## src/rtl/core/imf_pkg.sv

```systemverilog
`timescale 1ns / 1ps
`default_nettype none

package imf_pkg;

   localparam int DEF_MAX_WIDTH  = 1024;
   localparam int DEF_MAX_WINDOW = 7;
   localparam int DEF_MAX_HEIGHT = 4095;

   localparam int PIX_W        = 8;
   localparam int CFG_WIDTH_W  = 11;
   localparam int CFG_HEIGHT_W = 12;
   localparam int CFG_SEL_W    = 2;
   localparam int CSR_INDEX_W  = 2;
   localparam int CSR_DATA_W   = 12;
   // holds the selector plus one before clamping
   localparam int PAD_W        = 3;

   localparam logic [CSR_INDEX_W-1:0] REG_FRAME_WIDTH   = 2'd0;
   localparam logic [CSR_INDEX_W-1:0] REG_FRAME_HEIGHT  = 2'd1;
   localparam logic [CSR_INDEX_W-1:0] REG_WINDOW_SELECT = 2'd2;

   localparam logic [CFG_WIDTH_W-1:0]  RESET_FRAME_WIDTH   = 11'd640;
   localparam logic [CFG_HEIGHT_W-1:0] RESET_FRAME_HEIGHT  = 12'd480;
   localparam logic [CFG_SEL_W-1:0]    RESET_WINDOW_SELECT = 2'd0;

   localparam logic KIND_PIXEL = 1'b0;
   localparam logic KIND_DRAIN = 1'b1;

   typedef struct packed {
      logic capture;
      logic cfg_write;
      logic rd_win;
      logic rd_held;
      logic shift;
      logic latch;
      logic store;
      logic med_start;
      logic emit;
   } imf_cmd_type;

   typedef struct packed {
      logic pixel;
      logic emit;
      logic interior;
      logic med_done;
      logic out_free;
   } imf_status_type;

endpackage

`default_nettype wire

```

## src/rtl/core/imf_ctrl.sv

```systemverilog
`timescale 1ns / 1ps
`default_nettype none

module imf_ctrl (
   input  wire logic                    clock,
   input  wire logic                    reset,
   input  wire logic                    req_valid,
   input  wire logic                    csr_valid,
   input  wire imf_pkg::imf_status_type status,
   output imf_pkg::imf_cmd_type         cmd,
   output logic                         req_stall,
   output logic                         csr_ready
);
   import imf_pkg::*;

   typedef enum logic [2:0] {
      ST_IDLE,
      ST_RD_WIN,
      ST_SHIFT,
      ST_RD_HELD,
      ST_LATCH,
      ST_MEDIAN,
      ST_EMIT
   } state_type;

   state_type state_ff;
   state_type state_in;
   logic      pixel_ff;
   logic      emit_ff;
   logic      idle;
   logic      accept;

   assign idle      = (state_ff == ST_IDLE);
   assign csr_ready = idle;
   assign req_stall = !idle || csr_valid;
   assign accept    = req_valid && !req_stall;

   always_comb begin
      cmd           = '0;
      state_in      = state_ff;
      cmd.cfg_write = csr_valid && idle;
      unique case (state_ff)
         ST_IDLE: begin
            if (accept) begin
               cmd.capture = 1'b1;
               if (status.pixel) begin
                  state_in = ST_RD_WIN;
               end else if (status.emit) begin
                  state_in = ST_RD_HELD;
               end
            end
         end
         ST_RD_WIN: begin
            cmd.rd_win = 1'b1;
            state_in   = ST_SHIFT;
         end
         ST_SHIFT: begin
            cmd.shift   = 1'b1;
            cmd.rd_held = 1'b1;
            state_in    = ST_LATCH;
         end
         ST_RD_HELD: begin
            cmd.rd_held = 1'b1;
            state_in    = ST_LATCH;
         end
         ST_LATCH: begin
            cmd.latch = 1'b1;
            cmd.store = pixel_ff;
            if (!emit_ff) begin
               state_in = ST_IDLE;
            end else if (status.interior) begin
               cmd.med_start = 1'b1;
               state_in      = ST_MEDIAN;
            end else begin
               state_in = ST_EMIT;
            end
         end
         ST_MEDIAN: begin
            if (status.med_done) begin
               state_in = ST_EMIT;
            end
         end
         ST_EMIT: begin
            if (status.out_free) begin
               cmd.emit = 1'b1;
               state_in = ST_IDLE;
            end
         end
         default: state_in = ST_IDLE;
      endcase
   end

   always_ff @(posedge clock) begin
      if (reset) begin
         state_ff <= ST_IDLE;
         pixel_ff <= 1'b0;
         emit_ff  <= 1'b0;
      end else begin
         state_ff <= state_in;
         if (accept) begin
            pixel_ff <= status.pixel;
            emit_ff  <= status.emit;
         end
      end
   end

endmodule

`default_nettype wire

```

## config.mk

```make
export PLATFORM = sky130hd
export DESIGN_NAME = imf_ctrl
export DESIGN_NICKNAME = d
export VERILOG_FILES = /design/src/rtl/core/imf_pkg.sv /design/src/rtl/core/imf_ctrl.sv
export SDC_FILE = /design/constraint.sdc
export NUM_CORES = 1
export LEC_CHECK = 0
export BUFFER_PORTS_ARGS = -buffer_cell sky130_fd_sc_hd__buf_2
export CORE_AREA = 3 3 40 42
export CTS_BUF_LIST = sky130_fd_sc_hd__clkbuf_4
export DETAILED_ROUTE_END_ITERATION = 10
export DIE_AREA = 0 0 43 45
export PLACE_DENSITY = 0.58
export SLEW_MARGIN = 25
export SYNTH_ARGS = -nofsm -noshare
export SYNTH_HDL_FRONTEND = slang
export SYNTH_SLANG_ARGS = --single-unit
```

## constraint.sdc

```tcl
create_clock -name clock -period 1.2 [get_ports clock]
set_input_delay 0.3 -clock clock [delete_from_list [all_inputs] [get_ports clock]]
set_output_delay 0.3 -clock clock [all_outputs]
set_load 0.1 [all_outputs]
```

==> impl_metrics.env <==
export IMPL_cp_top_family="simple AND/OR/NAND/NOR gates"
export IMPL_cts_tree="done"
export IMPL_slowest_delay_ps=360
export IMPL_synth_cell_types=24
export IMPL_clock_sinks=5
export IMPL_worstPathRequired_ps=900
export IMPL_die_h_um=45
export IMPL_start_kind="register"
export IMPL_synth_warnings=0
export IMPL_slew_headroom_pct=82.99
export IMPL_dieArea_mm2=0.001935
export IMPL_internal_power_w=0.0009368
export IMPL_core_area_mm2=0.001285
export IMPL_dp_hpwl_um=886.7
export IMPL_sw_frac_of_total_pct=49.46
export IMPL_finalWorstSetupSlack_ps=-411.9
export IMPL_yosys_register_bits=5
export IMPL_grt_pass1_wl_um=1828
export IMPL_drt_iter0_drc=6
export IMPL_cp_buffers_inverters=2
export IMPL_synthXorXnorAreaFrac_pct=0
export IMPL_grt_pass1_vias=426
export IMPL_initial_utilization_pct=26.97
export IMPL_via_count=453
export IMPL_cts_buffers=3
export IMPL_antenna_found_initial=0
export IMPL_synthMuxAreaShare_pct=5.776
export IMPL_synthCells=42
export IMPL_grt_start_max_net_pins=7
export IMPL_synthAdderAreaFrac_pct=0
export IMPL_power_switching_w=0.0009170
export IMPL_path_class="register to output port"
export IMPL_synth_top_family_by_area="simple AND/OR/NAND/NOR gates"
export IMPL_fin_nets=88
export IMPL_synth_main_ff_cell="dfxtp_1"
export IMPL_fp_dieW_um=43
export IMPL_synth_compound_area_share_pct=19.13
export IMPL_grt_use_met1_pct=14.53
export IMPL_clkTransAtPathRegs_ps=50
export IMPL_failed_checks="negative setup slack"
export IMPL_drive_gt1_share_pct=73.08
export IMPL_finalSetupTns_ps=-3894
export IMPL_pwr_share_seq_pct=13.5
export IMPL_ir_drop_v=0.0009665
export IMPL_synth_area_leader_cell="dfxtp_1"
export IMPL_fin_crit_sh_pct=134.3
export IMPL_synthTopCellsByArea="dfxtp_1 (29%), nor2b_1 (7.2%), mux2i_1 (5.8%), nor3_4 (4.7%), o32ai_2 (4.7%)"
export IMPL_syn_avg_cell_area_um2=8.252
export IMPL_p_per_area_mw_per_mm2=2188
export IMPL_skew_ps=1.919
export IMPL_clock_root_buffer="clkbuf_4"
export IMPL_drc=0
export IMPL_end_kind="output port"
export IMPL_drv_slew=0
export IMPL_routedWlPerCell_um=12.74
export IMPL_pwr_share_clk_pct=12.7
export IMPL_maxCapViolCount=0
export IMPL_avgViaCountPerCell=4.871
export IMPL_p_leak_nw=0.3777
export IMPL_syn2layout_area_growth_pct=144.4
export IMPL_std_cell_rows=13
export IMPL_clock_latency_ps=250
export IMPL_firstDrtPassIters=4
export IMPL_slowest_stage="dfxtp_4"
export IMPL_grt_util_met2_pct=21.86
export IMPL_power_frac_comb_pct=73.8
export IMPL_critPathArrivalTime_ps=1310
export IMPL_status="finished with violations"
export IMPL_grt_usage_pct=13.26
export IMPL_globalRoute_busiestLayer="met2"
export IMPL_cts_buffer_depth=2
export IMPL_hp_class="input port to register"
export IMPL_synth_edff_count=0
export IMPL_critPathMaxFanout=4
export IMPL_io_pins=20
export IMPL_fmax_mhz=620.4
export IMPL_met3_usage_pct=3.187
export IMPL_port_buffers=19
export IMPL_finalPower_w=0.001854
export IMPL_setup_viol=12
export IMPL_synth_area_um2=346.6
export IMPL_synthSimpleGateAreaFrac_pct=41.16
export IMPL_syn_nets=51
export IMPL_fin_crit_ps=1612
export IMPL_hold_violations=0
export IMPL_drtAntennaViolNets=0
export IMPL_yosysTopAreaCellShare_pct=28.88
export IMPL_path_cells="buf_6, and2b_4, nor2b_4, buf_12"
export IMPL_worst_slew_pin_slew_ps=254.2
export IMPL_synth_seq_area_share_pct=28.88
export IMPL_wirelength_um=1185
export IMPL_overflow=0
export IMPL_htreeDepth=1
export IMPL_rsz0062_at_grt="yes"
export IMPL_ctsHoldBuffers=0
export IMPL_postSynth_asyncResetShare_pct=0
export IMPL_place_congestion=0.8070
export IMPL_n_antenna_cell=0
==> cell type report <==
cell class                 instances  area, µm²
clock buffer                       4      30.03
fill                             100      437.9
inverter                           2      11.26
multi-input combinational         33      287.8
sequential                         5      111.4
tap                               15      18.77
timing repair buffer              34      387.9
==> cell usage after synthesis, drive strengths merged (2+ instances only) <==
cell    number
nor2         2
dfxtp        5
nand2        3
nand3b       2
and2b        2
o32ai        2
inv          2
nor2b        4
mux2i        2
and2         2
and3         2
o21ai        4
==> what timing repair did <==
action,in CTS,in global routing
setup endpoints to repair,14,14
resized for setup,8,7
pin swaps,3,5
buffers inserted,2,3
==> cells by family after synthesis <==
kind of cell | after synthesis
AO/OA/AOI/OAI | 9
multiplexers | 2
flip-flops | 5
buffers and inverters | 4
AND/OR/NAND/NOR | 22
==> power groups by stage <==
stage               sequential [W]  combinational (W)  clock (W)
floorplan                 0.000216           0.000817          0
global placement          0.000241            0.00126          0
detailed placement        0.000243            0.00127          0
CTS                       0.000245            0.00131   0.000230
global route              0.000257            0.00142   0.000243
finish                    0.000251            0.00137   0.000235
==> stage by stage <==
| stage | cell area [µm²] | util, % | hold slack (ps) | instances | setup WS [ps] |
|---|---|---|---|---|---|
| finish | 847.1 | 65.92 | 272.3 | 93 | -411.9 |
| global route | 847.1 | 65.92 | 287.5 | 93 | -453.8 |
| CTS | 813.3 | 63.29 | 281.6 | 92 | -400.6 |
| detailed placement | 747.0 | 58.13 | 487.9 | 86 | -224.7 |
| global placement | 747.0 | 58.13 | 482.3 | 86 | -188.6 |
| floorplan | 396.6 | - | 369.1 | 42 | -1017 |
==> path summary, 6_finish.rpt <==
| path | start | endpoint | slack [ps] | cells after the start |
|---|---|---|---|---|
| setup / recovery | state_ff[2] | cmd[4] | -410 | 4 |
| hold / removal | status[0] | state_ff[1] | 270 | 2 |
| setup reg to reg | state_ff[2] | emit_ff | -10 | 5 |
| hold reg to reg | pixel_ff | pixel_ff | 490 | 2 |
==> metal layers <==
layer | up-vias | share of wire, %
met3 | 4 | 6.9
met4 | 0 | 3.9
met2 | 21 | 48
met1 | 208 | 41
li1 | 220 | -
met5 | - | 0
==> cells in the final DEF (no fill, tap or decap), types with 2 or more instances in the layout <==
| master | count |
|---|---|
| buf_4 | 11 |
| and3_4 | 2 |
| nor2b_1 | 2 |
| nor2_1 | 2 |
| dfxtp_1 | 2 |
| buf_12 | 11 |
| dfxtp_4 | 3 |
| and2b_4 | 2 |
| nand3b_1 | 2 |
| and2_4 | 2 |
| buf_2 | 8 |
| o21ai_0 | 3 |
| nand2_1 | 2 |
| buf_6 | 4 |
| clkbuf_4 | 4 |
| mux2i_1 | 2 |
==> sequential cells by signal, summed over array words and instances, names as in the netlist <==
name      flops
pixel_ff      1
state_ff      3
emit_ff       1
Power figures use the tool's default switching activity.
